**src/sv/mie_pkg.sv**
```systemverilog
// ----------------------------------------------------------------------------
// mie_pkg
// Shared constants and types for the modular inverse block.
// ----------------------------------------------------------------------------
package mie_pkg;

    localparam int WIDTH = 32;
    localparam int KW    = $clog2(WIDTH);

    localparam logic [KW-1:0] KMAX = KW'(WIDTH - 1);

    // sequencer state codes
    localparam logic [2:0] ST_IDLE  = 3'd0;
    localparam logic [2:0] ST_ALIGN = 3'd1;
    localparam logic [2:0] ST_SUB   = 3'd2;
    localparam logic [2:0] ST_FIN   = 3'd3;

    typedef struct packed {
        logic [WIDTH-1:0] divisor;
        logic [WIDTH-1:0] num;
        logic [WIDTH-1:0] coef;
        logic [WIDTH-1:0] acc;
        logic [KW-1:0]    shamt;
    } t_div_in;

    typedef struct packed {
        logic             fit_next;
        logic             fit;
        logic [WIDTH-1:0] num_sub;
        logic [WIDTH-1:0] acc_add;
    } t_div_out;

endpackage

```
**src/sv/mie_div_step.sv**
```systemverilog
// ----------------------------------------------------------------------------
// mie_div_step
// Shared shift / compare / subtract unit: one quotient bit per use, with the
// Bezout coefficient accumulated alongside the quotient.
// ----------------------------------------------------------------------------
module mie_div_step (
    input  mie_pkg::t_div_in  i_op,
    output mie_pkg::t_div_out o_res
);

    logic [2*mie_pkg::WIDTH-1:0] dw0;
    logic [2*mie_pkg::WIDTH-1:0] dw1;
    logic [2*mie_pkg::WIDTH-1:0] numw;
    logic [mie_pkg::WIDTH-1:0]   coef_sh;

    assign numw    = {{mie_pkg::WIDTH{1'b0}}, i_op.num};
    assign dw0     = {{mie_pkg::WIDTH{1'b0}}, i_op.divisor} << i_op.shamt;
    assign dw1     = dw0 << 1;
    assign coef_sh = i_op.coef << i_op.shamt;

    assign o_res.fit      = (dw0 <= numw);
    assign o_res.fit_next = (i_op.shamt != mie_pkg::KMAX) && (dw1 <= numw);
    assign o_res.num_sub  = i_op.num - dw0[mie_pkg::WIDTH-1:0];
    assign o_res.acc_add  = i_op.acc + coef_sh;

endmodule

```
**src/sv/mod_inverse_extended_euclid_top.sv**
```systemverilog
// ----------------------------------------------------------------------------
// mod_inverse_extended_euclid_top
// Modular inverse by the extended Euclidean algorithm on one shared
// shift-subtract unit under a small sequencer.
// ----------------------------------------------------------------------------
//  channel   dir  word fields (low bit up)
//  s_axis    in   tdata: value[31:0], modulus[63:32]
//  m_axis    out  tdata: inverse[31:0]; tuser: found
//
//  The value is first reduced mod the modulus, then each Euclid step divides
//  bit by bit (at least one quotient bit per step): align the divisor, then
//  subtract it shift by shift; steps repeat until a remainder is zero, then
//  the result is finished. A modulus of zero goes from accept straight to
//  finish. Input is taken only when idle.
//  Result word waits in an output register; a stalled output holds the
//  finish state. Reset (i_rst_n low, synchronous) returns to idle.
// ----------------------------------------------------------------------------
module mod_inverse_extended_euclid_top (
    input  logic        i_clk,
    input  logic        i_rst_n,
    input  logic        i_s_axis_tvalid,
    output logic        o_s_axis_tready,
    input  logic [63:0] i_s_axis_tdata,   // value[31:0], modulus[63:32]
    output logic        o_m_axis_tvalid,
    input  logic        i_m_axis_tready,
    output logic [31:0] o_m_axis_tdata,   // inverse[31:0]
    output logic        o_m_axis_tuser    // found
);

    localparam int W = mie_pkg::WIDTH;

    logic [2:0]   r_state;
    logic [W-1:0] r_m, r_r0, r_r1, r_num, r_c0, r_c1, r_acc;
    logic         r_neg0, r_neg1, r_red;
    logic [mie_pkg::KW-1:0] r_k;
    logic         r_ovalid;
    logic [W-1:0] r_inv;
    logic         r_found;

    mie_pkg::t_div_in  div_in;
    mie_pkg::t_div_out div_out;

    logic         in_acc, out_free;
    logic [W-1:0] n_num, n_acc, n_r0, n_r1, c0m, fin_inv;
    logic         fin_found;

    assign in_acc   = i_s_axis_tvalid && o_s_axis_tready;
    assign out_free = !r_ovalid || i_m_axis_tready;

    assign div_in.divisor = r_red ? r_r0 : r_r1;
    assign div_in.num     = r_num;
    assign div_in.coef    = r_c1;
    assign div_in.acc     = r_acc;
    assign div_in.shamt   = r_k;

    mie_div_step u_step (
        .i_op  (div_in),
        .o_res (div_out)
    );

    assign n_num = div_out.fit ? div_out.num_sub : r_num;
    assign n_acc = div_out.fit ? div_out.acc_add : r_acc;
    assign n_r0  = r_red ? r_r0 : r_r1;
    assign n_r1  = n_num;

    assign fin_found = (r_r0 == W'(1));
    assign c0m       = (r_c0 >= r_m) ? (r_c0 - r_m) : r_c0;
    assign fin_inv   = !fin_found ? '0 :
                       (r_neg0 && c0m != '0) ? (r_m - c0m) : c0m;

    always_ff @(posedge i_clk) begin
        if (!i_rst_n) begin
            r_state  <= mie_pkg::ST_IDLE;
            r_ovalid <= 1'b0;
        end else begin
            if (r_ovalid && i_m_axis_tready && r_state != mie_pkg::ST_FIN) begin
                r_ovalid <= 1'b0;
            end
            case (r_state)
                mie_pkg::ST_IDLE: begin
                    if (in_acc) begin
                        r_m    <= i_s_axis_tdata[63:32];
                        r_r0   <= i_s_axis_tdata[63:32];
                        r_num  <= i_s_axis_tdata[31:0];
                        r_c0   <= '0;
                        r_c1   <= W'(1);
                        r_acc  <= '0;
                        r_neg0 <= 1'b0;
                        r_neg1 <= 1'b0;
                        r_red  <= 1'b1;
                        r_k    <= '0;
                        r_state <= (i_s_axis_tdata[63:32] == '0) ? mie_pkg::ST_FIN
                                                                 : mie_pkg::ST_ALIGN;
                    end
                end
                mie_pkg::ST_ALIGN: begin
                    if (div_out.fit_next) begin
                        r_k <= r_k + 1'b1;
                    end else begin
                        r_state <= mie_pkg::ST_SUB;
                    end
                end
                mie_pkg::ST_SUB: begin
                    if (r_k != '0) begin
                        r_num <= n_num;
                        r_acc <= n_acc;
                        r_k   <= r_k - 1'b1;
                    end else begin
                        // quotient done: rotate the Euclid registers
                        r_red <= 1'b0;
                        r_r0  <= n_r0;
                        r_r1  <= n_r1;
                        r_num <= n_r0;
                        if (!r_red) begin
                            r_c0   <= r_c1;
                            r_c1   <= n_acc;
                            r_acc  <= r_c1;
                            r_neg0 <= r_neg1;
                            r_neg1 <= !r_neg1;
                        end else begin
                            r_acc <= r_c0;
                        end
                        r_state <= (n_r1 == '0) ? mie_pkg::ST_FIN : mie_pkg::ST_ALIGN;
                    end
                end
                mie_pkg::ST_FIN: begin
                    if (out_free) begin
                        r_inv    <= fin_inv;
                        r_found  <= fin_found;
                        r_ovalid <= 1'b1;
                        r_state  <= mie_pkg::ST_IDLE;
                    end
                end
                default: begin
                    r_state <= mie_pkg::ST_IDLE;
                end
            endcase
        end
    end

    assign o_s_axis_tready = (r_state == mie_pkg::ST_IDLE);
    assign o_m_axis_tvalid = r_ovalid;
    assign o_m_axis_tdata  = r_inv;
    assign o_m_axis_tuser  = r_found;

`ifndef SYNTH
    a_busy_after_accept: assert property (@(posedge i_clk) disable iff (!i_rst_n)
        in_acc |=> !o_s_axis_tready)
        else $error("input accepted but block still idle");

    a_divisor_nonzero: assert property (@(posedge i_clk) disable iff (!i_rst_n)
        (r_state == mie_pkg::ST_ALIGN || r_state == mie_pkg::ST_SUB) |->
        div_in.divisor != '0)
        else $error("divide step with zero divisor");

    a_coef_bound: assert property (@(posedge i_clk) disable iff (!i_rst_n)
        (r_state == mie_pkg::ST_FIN && r_m != '0) |-> (r_c0 <= r_m))
        else $error("Bezout coefficient exceeds modulus");

    a_nofound_zero: assert property (@(posedge i_clk) disable iff (!i_rst_n)
        (r_ovalid && !r_found) |-> (r_inv == '0))
        else $error("nonzero inverse without found flag");
`endif

endmodule
```
**config.mk**
```make
export PLATFORM = sky130hd
export DESIGN_NAME = mod_inverse_extended_euclid_top
export DESIGN_NICKNAME = d
export VERILOG_FILES = /design/src/sv/mie_pkg.sv /design/src/sv/mie_div_step.sv /design/src/sv/mod_inverse_extended_euclid_top.sv
export SDC_FILE = /design/constraint.sdc
export NUM_CORES = 1
export LEC_CHECK = 0
export BUFFER_PORTS_ARGS = -buffer_cell sky130_fd_sc_hd__buf_2
export CORE_MARGIN = 1.5
export CORE_UTILIZATION = 50
export CTS_CLUSTER_SIZE = 28
export DETAILED_ROUTE_END_ITERATION = 7
export PLACE_DENSITY = 0.67
export SLEW_MARGIN = 20
export SYNTH_ARGS = -nofsm -noshare
export SYNTH_HDL_FRONTEND = slang
export SYNTH_SLANG_ARGS = --single-unit
export TNS_END_PERCENT = 10
```
**constraint.sdc**
```tcl
create_clock -name i_clk -period 34.2 [get_ports i_clk]
set_clock_uncertainty 0.05 [all_clocks]
set_input_delay 5.13 -clock i_clk [delete_from_list [all_inputs] [get_ports i_clk]]
set_output_delay 5.13 -clock i_clk [all_outputs]
set_load 0.02 [all_outputs]
```
Word-level counts from Yosys, hierarchy flattened
Index checks and enable logic that the tools add are counted.
W data, S select, Z words.
- add/sub/neg operators: 6
- $mul: 0
- div/mod/pow operators: 0
- $lt $le $gt $ge: 3
- equal/unequal tests: 13
- shifts and indexed selects: 2
- mux-type cells: 45
- bitwise operators: 1
- reduce and logical (&&, ||, !) cells: 23
- operators with widths (kind ; number):
    $mux W32 ; 16
    $pmux W32 S2 ; 5
    $le A64 B32 Y1 ; 2
    $sub A32 B32 Y32 ; 3
    $logic_not A32 Y1 ; 2
    $shl A32 B5 Y64 ; 1
    $add A32 B32 Y32 ; 1
    $eq A32 B1 Y1 const B ; 1
    $ge A32 B32 Y1 ; 1
    $reduce_bool A32 Y1 ; 1
    $shl A32 B5 Y32 ; 1
    $mux W5 ; 3
    $pmux W5 S3 ; 1
    $mux W3 ; 4
    $ne A2 B2 Y1 const B ; 6
    $pmux W3 S4 ; 1
    $reduce_and A3 Y1 ; 4
    $mux W1 ; 10
    $reduce_and A5 Y1 ; 2
    $reduce_and A4 Y1 ; 2
    $eq A3 B2 Y1 const B ; 2
    $pmux W1 S2 ; 3
    $add A5 B1 Y5 const B ; 1
    $logic_and A1 B1 Y1 ; 5
    other kinds (13) ; 15
- register bits: 269
- latch bits: 0
- bits in writable memories: 0
- bits in read-only memories: 0
- output and inout port bits: 35
- memories: 0

Depth between registers and ports, before layout
Gate-level depths: netlist (run 1).
- word-level depth: 8
- depth in mapped cells: 31

Modules after synthesis
Synthesis (run 1) repeated with hierarchy kept, for this count alone.
- cell total of the unflattened synthesis: 2826
- area, all modules: 25348.1 um2
- by module, submodules not included (module ; instances ; cells each ; area an instance (um2)):
    mod_inverse_extended_euclid_top ; 1 ; 1640 ; 17118.9
    mie_div_step ; 1 ; 1186 ; 8229.1

Worst setup path before layout (run 1)
Ideal clock, no wire load.
- path kind: input -> register
- start point: input i_s_axis_tvalid
- end point: register r_c1[0], enable pin
- arrival: 13848 ps
- path slack: 19825 ps
- cell stages on the path: 4
- buffers on the path: 0
- path through: mux2i_1 nor2b_1 nor2b_1 a21boi_0
- word-level cells in the longest chain between the ends: 3
- RTL lines (element ; RTL line ; text):
    start, declared ; mod_inverse_extended_euclid_top.sv:21 ; input logic i_s_axis_tvalid,
    $logic_and A1 B1 Y1 ; mod_inverse_extended_euclid_top.sv:47 ; assign in_acc = i_s_axis_tvalid && o_s_axis_tready;
    $ne A2 B1 Y1 (no line) ; n/a ;
    $reduce_and A5 Y1 (no line) ; n/a ;
    end signal, assigned ; mod_inverse_extended_euclid_top.sv:116 ; r_c1 <= n_acc;
    end, declared ; mod_inverse_extended_euclid_top.sv:33 ; logic [W-1:0] r_m, r_r0, r_r1, r_num, r_c0, r_c1, r_acc;
No other way between the ends.
A chain may end at the register's enable or synchronous reset.

Worst setup path in the final report (run 1)
- start point: register r_red
- end point: register r_num[23] (data pin)
- word-level cells in the longest chain between the ends: 6
- RTL lines (element ; RTL line ; text):
    start, declared ; mod_inverse_extended_euclid_top.sv:34 ; logic r_neg0, r_neg1, r_red;
    start signal, assigned ; mod_inverse_extended_euclid_top.sv:90 ; r_red <= 1'b1;
    start signal, assigned ; mod_inverse_extended_euclid_top.sv:110 ; r_red <= 1'b0;
    $mux W32 (*) ; mod_inverse_extended_euclid_top.sv:50 ; assign div_in.divisor = r_red ? r_r0 : r_r1;
    $shl A32 B5 Y64 (*) ; mie_div_step.sv:17 ; assign dw0 = {{mie_pkg::WIDTH{1'b0}}, i_op.divisor} << i_op.shamt;
    $le A64 B32 Y1 / $sub A32 B32 Y32 (equally long branches) ; mie_div_step.sv:21, mie_div_step.sv:23 ;
    $mux W32 (*) ; mod_inverse_extended_euclid_top.sv:61 ; assign n_num = div_out.fit ? div_out.num_sub : r_num;
    net n_num[23] ; mod_inverse_extended_euclid_top.sv:44 ; logic [W-1:0] n_num, n_acc, n_r0, n_r1, c0m, fin_inv;
    $mux W32 (*) ; mod_inverse_extended_euclid_top.sv:104 ; if (r_k != '0) begin
    $pmux W32 S2 (*) ; mod_inverse_extended_euclid_top.sv:79 ; case (r_state)
    end signal, assigned ; mod_inverse_extended_euclid_top.sv:84 ; r_num <= i_s_axis_tdata[31:0];
    end signal, assigned ; mod_inverse_extended_euclid_top.sv:105 ; r_num <= n_num;
    end signal, assigned ; mod_inverse_extended_euclid_top.sv:113 ; r_num <= n_r0;
    end, declared ; mod_inverse_extended_euclid_top.sv:33 ;
Mark *: on every way through the listed nets, which the timed path passes. The rest lies on a longest branch.

==> flow_summary_export.csv, run 1 <==
group,metric,value,unit
hold_path,hp-class,"register to register",
cells_and_area,diodes,0,
global_route,grt_max_degree,91,
pwr,power_density,42.54,mW/mm²
cells_and_area,areaGrowthSynthToFinish,8.768,%
cells_and_area,fin_nets,3124,
synth,synth_top_area_share,31.68,%
setup_path,arrival,8.04,ns
global_route,grt_usage,34.22,%
synth,synth_most_common_cell,"nand2_1",
cells_and_area,num-fill-cells,4521,
sta,hold_viol,0,
global_route,antenna_found_initial,3,
job,maxCapViolations,0,
die,die_area,0.05158,mm²
synth,synthTopCellsByArea,"edfxtp_1 32%, ha_1 9.5%, mux2i_1 6.4%",
detailed_routing,wl_per_cell,24.92,µm
die,start_util,50.99,%
die,die_w,227.1,µm
synth,synth_flop_cell,"edfxtp_1",
sta,finalCriticalPeriod,7.807,ns
detailed_routing,drt-total-wl,88490,µm
clock_network,holdBufCountCts,0,
pwr,power.clock.fraction,32.8,%
pwr,intPower,737.3,µW
synth,synth_edf_count,265,
die,core-area,0.04925,mm²
clock_network,clock_path_buffers,3,
sta,fin_ws,26.39,ns
sta,setup_viol,0,
die,rows,81,
placement,port-buffer-count,102,
synth,synth_warnings,0,
sta,fin_crit_sh,22.83,%
hold_path,min_from,"r_neg1",
cells_and_area,drive_above_1_share,11.08,%
sta,fmax,0.1281,GHz
placement,dpl.hpwl,68500,µm
clock_network,cts_max_level,2,
clock_network,cts_resized,0,
synth,syn_area_per_cell,8.834,µm²
pwr,power.leakage,11.33,nW
setup_path,r2r.worst_path.cells,20,
setup_path,r2r_end,"r_num[23]",
synth,netlist_top_cells_count,"280 x nand2_1, 273 x nor2_1, 265 x edfxtp_1, 212 x a21oi_1, 190 x ha_1",
pwr,p_sw_share,36.56,%
pwr,pwr-share-seq,33.5,%
global_route,grt_pass1_vias,21760,
setup_path,reg2reg_from,"r_red",
synth,async_reset_ff_share,0,%
status,status,"complete, no violations",
setup_path,path_class,"register to register",
clock_network,cts_setup_buffers,0,
setup_path,cp_max_fo,64,
sta,drv_slew,0,
clock_network,insertion_delay,0.58,ns
global_route,grt_overflow,0,
detailed_routing,drtPass1Iterations,6,
hold_path,hold_end,"r_neg1",
detailed_routing,drc,0,
sta,fin_tns_setup,0,ns
clock_network,root_buffer,"clkbuf_16",
pwr,ir_drop,0.02942,mV
setup_path,crit_path_end_kind,"register",
die,die_h,227.1,µm
setup_path,start_kind,"register",
detailed_routing,drtAntennaViolNets,0,
setup_path,cp.required,34.43,ns
sta,worstMarginPinSlew,1.148,ns
synth,yosys.area.top_type,"edfxtp_1",
clock_network,path_clk_slew,0.06,ns
synth,ys_ff_latch,268,
synth,synth_cell_types,91,
global_route,grt_pass1_wl,133100,µm
synth,synthesis.nets,3106,
pwr,p_sw,424.9,µW
synth,synthCells,2843,
clock_network,cts_made_buffers,35,
synth,seq_area_frac_synth,31.92,%
synth,syn_area,0.02512,mm²
detailed_routing,vias,23270,
detailed_routing,drt_iter0_markers,2747,
sta,rsz0062_at_grt,"false",
clock_network,cts.sinks,268,
hold_path,hold_depth,1,
setup_path,worst-r2r-setup-slack,26.39,ns
sta,relSlewSlack,23.48,%
placement,pre_cts_slack,26.48,ns
placement,gp_congestion,0.9877,
die,io_pins,103,
clock_network,cts_tree,"yes",
detailed_routing,vias_per_cell,6.554,
pwr,combinationalPowerShare,33.7,%
[state kept, by name, indices dropped and copies added, names as in the netlist]
register,count
o_m_axis_tdata,32
o_m_axis_tuser,1
o_m_axis_tvalid,1
r_acc,32
r_c0,32
r_c1,32
r_k,5
r_m,32
r_neg0,1
r_neg1,1
r_num,32
r_r0,32
r_r1,32
r_red,1
r_state,2
[metal layers]
metal | global-route usage [%] | vias up | part of all wire, %
li1 | - | 10620 | -
met1 | 46.70 | 11220 | 42
met2 | 53.52 | 1229 | 44
met3 | 4.401 | 203 | 8.6
met4 | 17.03 | 4 | 5.3
met5 | 0 | - | 0.029
[layout make-up]
cell class,count,area [µm²],area share (%)
flip-flops and latches,268,8018,29.35
repair buffers,131,760.7,2.785
clock inverters,22,245.2,0.8977
clock buffers,41,908.4,3.325
well taps,664,830.8,3.041
multi-input cells,2255,15920,58.27
inverters,170,638.1,2.336
[cell families after synthesis]
family | share of synthesized area [%]
xor gates and xnor gates | 3.662
DFF | 31.92
AOI/OAI and AO/OA | 20.28
and+or+nand+nor | 17.33
muxes | 11.89
adders and majority gates | 9.904
buffers and inverters | 5.017
[power groups by stage]
stage / logic (mW) / clock network [mW] / registers, mW
floorplan: 0.280 / 0 / 0.388
global placement: 0.376 / 0 / 0.395
detailed placement: 0.381 / 0 / 0.395
CTS: 0.383 / 0.383 / 0.388
global route: 0.425 / 0.395 / 0.390
finish: 0.392 / 0.381 / 0.389
[through the flow]
stage | power, mW | std cells | area, µm² | util [%] | hold slack (ns)
global placement | 0.7708 | 3486 | 26120 | 53.02 | 0.4865
finish | 1.162 | 3551 | 27320 | 55.46 | 0.5066
CTS | 1.155 | 3550 | 27300 | 55.42 | 0.5030
global route | 1.210 | 3551 | 27320 | 55.46 | 0.5207
detailed placement | 0.7757 | 3487 | 26140 | 53.08 | 0.4841
floorplan | 0.6676 | 2843 | 25120 | - | 0.4658
[placed cells by master (no fill, tap or decap), types with 24 or more instances in the layout]
master     netlist  final
a21o_1          66     66
o31ai_1         34     34
nor4_1          34     34
o21ai_0        132    132
nand3_1         48     48
buf_2           14    102
xnor2_1         69     69
a31oi_1         35     35
mux2i_1        161    161
inv_1          166    165
o211ai_1        36     36
nand2_1        280    280
clkbuf_16        0     35
mux4_2          38     38
xor2_1          36     36
edfxtp_1       265    265
nand4_1         24     24
or3_1           27     27
and2_1          28     28
nor3_1          65     65
a21oi_1        212    211
ha_1           190    189
mux2_2          43     43
buf_4            5     27
nor2b_1         32     30
o21ai_1         56     56
a211oi_1        26     26
nor2_1         273    269
[worst max path at each step]
stage                     from   endpoint  slack, ns  cells after the start
2_1_floorplan  i_s_axis_tvalid    r_c1[0]      19.82                      4
3_3_place_gp             r_red  r_num[23]      26.62                     20
3_5_place_dp             r_red  r_num[23]      26.48                     20
4_1_cts                  r_red  r_num[23]      26.45                     20
5_1_grt                  r_red  r_num[23]      25.94                     22
6_report                 r_red  r_num[23]      26.39                     20
[worst max-delay path, stage by stage, from the launching register on]
cell and delay [ns]:
edfxtp_1 0.35, buf_4 0.38, buf_4 0.60, mux4_2 0.64, mux2_2 0.30, o21ai_0 0.26, nor2_1 0.07, a31o_2 0.23
o21ai_0 0.44, inv_1 0.15, ha_1 0.47, nand3_1 0.14, nor3_1 0.47, nand3_1 0.23, nor2_1 0.18, nand4_1 0.19
a21oi_4 0.73, buf_4 0.82, mux2_2 0.43, o211ai_1 0.16, o21ai_0 0.11
Note: power is estimated with default switching activity, not from simulation.
==> inputs of run 2 (changes only) <==
--- a/config.mk
+++ b/config.mk
@@ -10,7 +10,7 @@
 export CORE_UTILIZATION = 50
 export CTS_CLUSTER_SIZE = 28
 export DETAILED_ROUTE_END_ITERATION = 7
-export PLACE_DENSITY = 0.67
+export PLACE_DENSITY = 0.69
 export SLEW_MARGIN = 20
 export SYNTH_ARGS = -nofsm -noshare
 export SYNTH_HDL_FRONTEND = slang
==> constraint.sdc (replaced) <==
create_clock -name i_clk -period 6.5 [get_ports i_clk]
set_clock_uncertainty 0.05 [all_clocks]
set_input_delay 0.975 -clock i_clk [delete_from_list [all_inputs] [get_ports i_clk]]
set_output_delay 0.975 -clock i_clk [all_outputs]
set_load 0.02 [all_outputs]
==> flow_summary_export.csv, run 2 (synthesis gave the netlist of run 1 again) <==
group,metric,value,unit
status,status,"complete, no violations",
clock_network,cts_made_buffers,35,
clock_network,path_clk_slew,0.06,ns
detailed_routing,drtPass1Iterations,6,
cells_and_area,num-fill-cells,4462,
pwr,intPower,3.950,mW
setup_path,cp.required,6.76,ns
clock_network,insertion_delay,0.57,ns
pwr,combinationalPowerShare,35.2,%
clock_network,cts.sinks,268,
placement,gp_congestion,0.9882,
setup_path,startpoint,"r_c0[10]",
clock_network,holdBufCountCts,0,
detailed_routing,drt-total-wl,92490,µm
cells_and_area,layout_common_cells,"280 x nand2_1, 269 x nor2_1, 265 x edfxtp_1",
pwr,p_sw_share,35.86,%
global_route,met3_usage,5.472,%
cells_and_area,drive_above_1_share,14.88,%
sta,fin_tns_setup,0,ns
detailed_routing,drc,0,
sta,fmax,0.1608,GHz
placement,dpl.hpwl,72910,µm
sta,relSlewSlack,27.61,%
cells_and_area,final_common_cell,"nand2_1",
global_route,grt_usage,35.75,%
sta,finalCriticalPeriod,6.218,ns
die,start_util,50.99,%
pwr,p_sw,2.208,mW
detailed_routing,drt_iter0_markers,2473,
die,core-area,0.04925,mm²
cells_and_area,design_area,0.02832,mm²
sta,whs,0.5001,ns
clock_network,cts_max_level,2,
placement,place_area,0.02708,mm²
global_route,met1_usage,45.59,%
detailed_routing,vias,23750,
pwr,ir_drop,0.2079,mV
die,die_h,227.1,µm
setup_path,arrival,6.48,ns
global_route,use_met2,58.02,%
setup_path,cpPeakStageDelay,0.55,ns
sta,setup_viol,0,
hold_path,hp-class,"register to register",
global_route,grt_busiest_layer,"met2",
placement,port-buffer-count,102,
cells_and_area,areaGrowthSynthToFinish,12.77,%
hold_path,min_from,"r_neg1",
setup_path,crit_path_end_kind,"register",
setup_path,start_kind,"register",
cells_and_area,fin_nets,3250,
setup_path,critPathSlowestCell,"or4_1",
detailed_routing,drtAntennaViolNets,0,
global_route,grt_pass1_wl,138400,µm
die,die_area,0.05158,mm²
pwr,power.clock.fraction,31.8,%
die,rows,81,
global_route,grt_max_degree,91,
die,io_pins,103,
pwr,power.leakage,11.96,nW
setup_path,path_class,"register to register",
detailed_routing,vias_per_cell,6.462,
setup_path,cp_max_fo,22,
sta,drv_slew,0,
setup_path,critPathTopFamily,"compound AO/OA/AOI/OAI gates",
global_route,antenna_found_initial,1,
clock_network,cts_tree,"yes",
sta,fin_crit_sh,95.66,%
setup_path,reg2reg_from,"r_c0[10]",
job,maxCapViolations,0,
pwr,pwr-share-seq,33.0,%
sta,worstMarginPinSlew,1.086,ns
pwr,power,6.158,mW
sta,hold_viol,0,
detailed_routing,wl_per_cell,25.16,µm
setup_path,path_cells,"ha_1, and3_2, nand3_1, or4_1, a41oi_1, nor3_2, buf_4, nor2_4, buf_6, mux2i_1, ha_1, a21o_1, a21o_1, a21oi_1, o31a_1, o311a_1, nor3_2, nand2_1, o31ai_1, buf_4, a2111o_1, a31oi_1, xnor2_1, a41o_1",
global_route,grt_pass1_vias,22600,
setup_path,critPathBufInv,3,
clock_network,root_buffer,"clkbuf_16",
die,die_w,227.1,µm
pwr,power_density,217.4,mW/mm²
clock_network,clock_path_buffers,3,
global_route,grt_overflow,0,
cells_and_area,post-route-util,57.50,%
## run 2: cell count changes in the layout (fill, tap and decap cells not counted), moves of 2 or more
cell	before	now
diode_2	0	2
nor3_1	65	62
o21ai_1	56	58
buf_12	1	7
nor3_2	0	3
clkinv_1	5	8
buf_4	27	147
o21ai_0	132	130
clkinv_4	3	1
## run 2: worst paths after layout
path,end,slack [ns],depth (start not counted)
max,o_m_axis_tdata[30],0.28,24
min,r_neg1,0.50,1
max reg2reg,o_m_axis_tdata[30],0.28,24
min reg2reg,r_neg1,0.50,1
## run 2: power by group through the flow
stage               Clock (mW)  Combinational [mW]  Sequential [mW]
finish                    1.96                2.17             2.04
global route              2.03                2.35             2.04
CTS                       1.96                2.10             2.04
detailed placement           0                2.09             2.07
global placement             0                2.06             2.07
floorplan                    0                1.47             2.04
## run 2: layout make-up
type                            count  area (µm²)  share of cell area (%)
Multi-Input combinational cell   2255       15950                   56.32
Clock inverter                     20       198.9                  0.7024
Timing Repair Buffer              257        1765                   6.233
Tap cell                          664       830.8                   2.933
Sequential cell                   268        8018                   28.31
Clock buffer                       40       915.9                   3.234
Inverter                          170       638.1                   2.253
Antenna cell                        2       5.005                 0.01767
## run 2: repair_timing
| item | in CTS | in global routing |
|---|---|---|
| resized for setup | 0 | 11 |
| setup buffers | 0 | 7 |
| endpoints found under the setup margin | 0 | 12 |
## run 2: metrics by stage
stage	instances	setup slack (ns)
6_report	3676	0.2821
5_1_grt	3674	-0.01487
4_1_cts	3666	0.08938
3_5_place_dp	3606	0.1250
3_3_place_gp	3606	0.2025
2_1_floorplan	2843	-0.05967
## run 2: metal layers
| layer | vias to the layer above | wire length [µm] |
|---|---|---|
| li1 | 10870 | - |
| met5 | - | 0 |
| met2 | 1205 | 42220 |
| met4 | 0 | 6062 |
| met3 | 221 | 7212 |
| met1 | 11460 | 36990 |
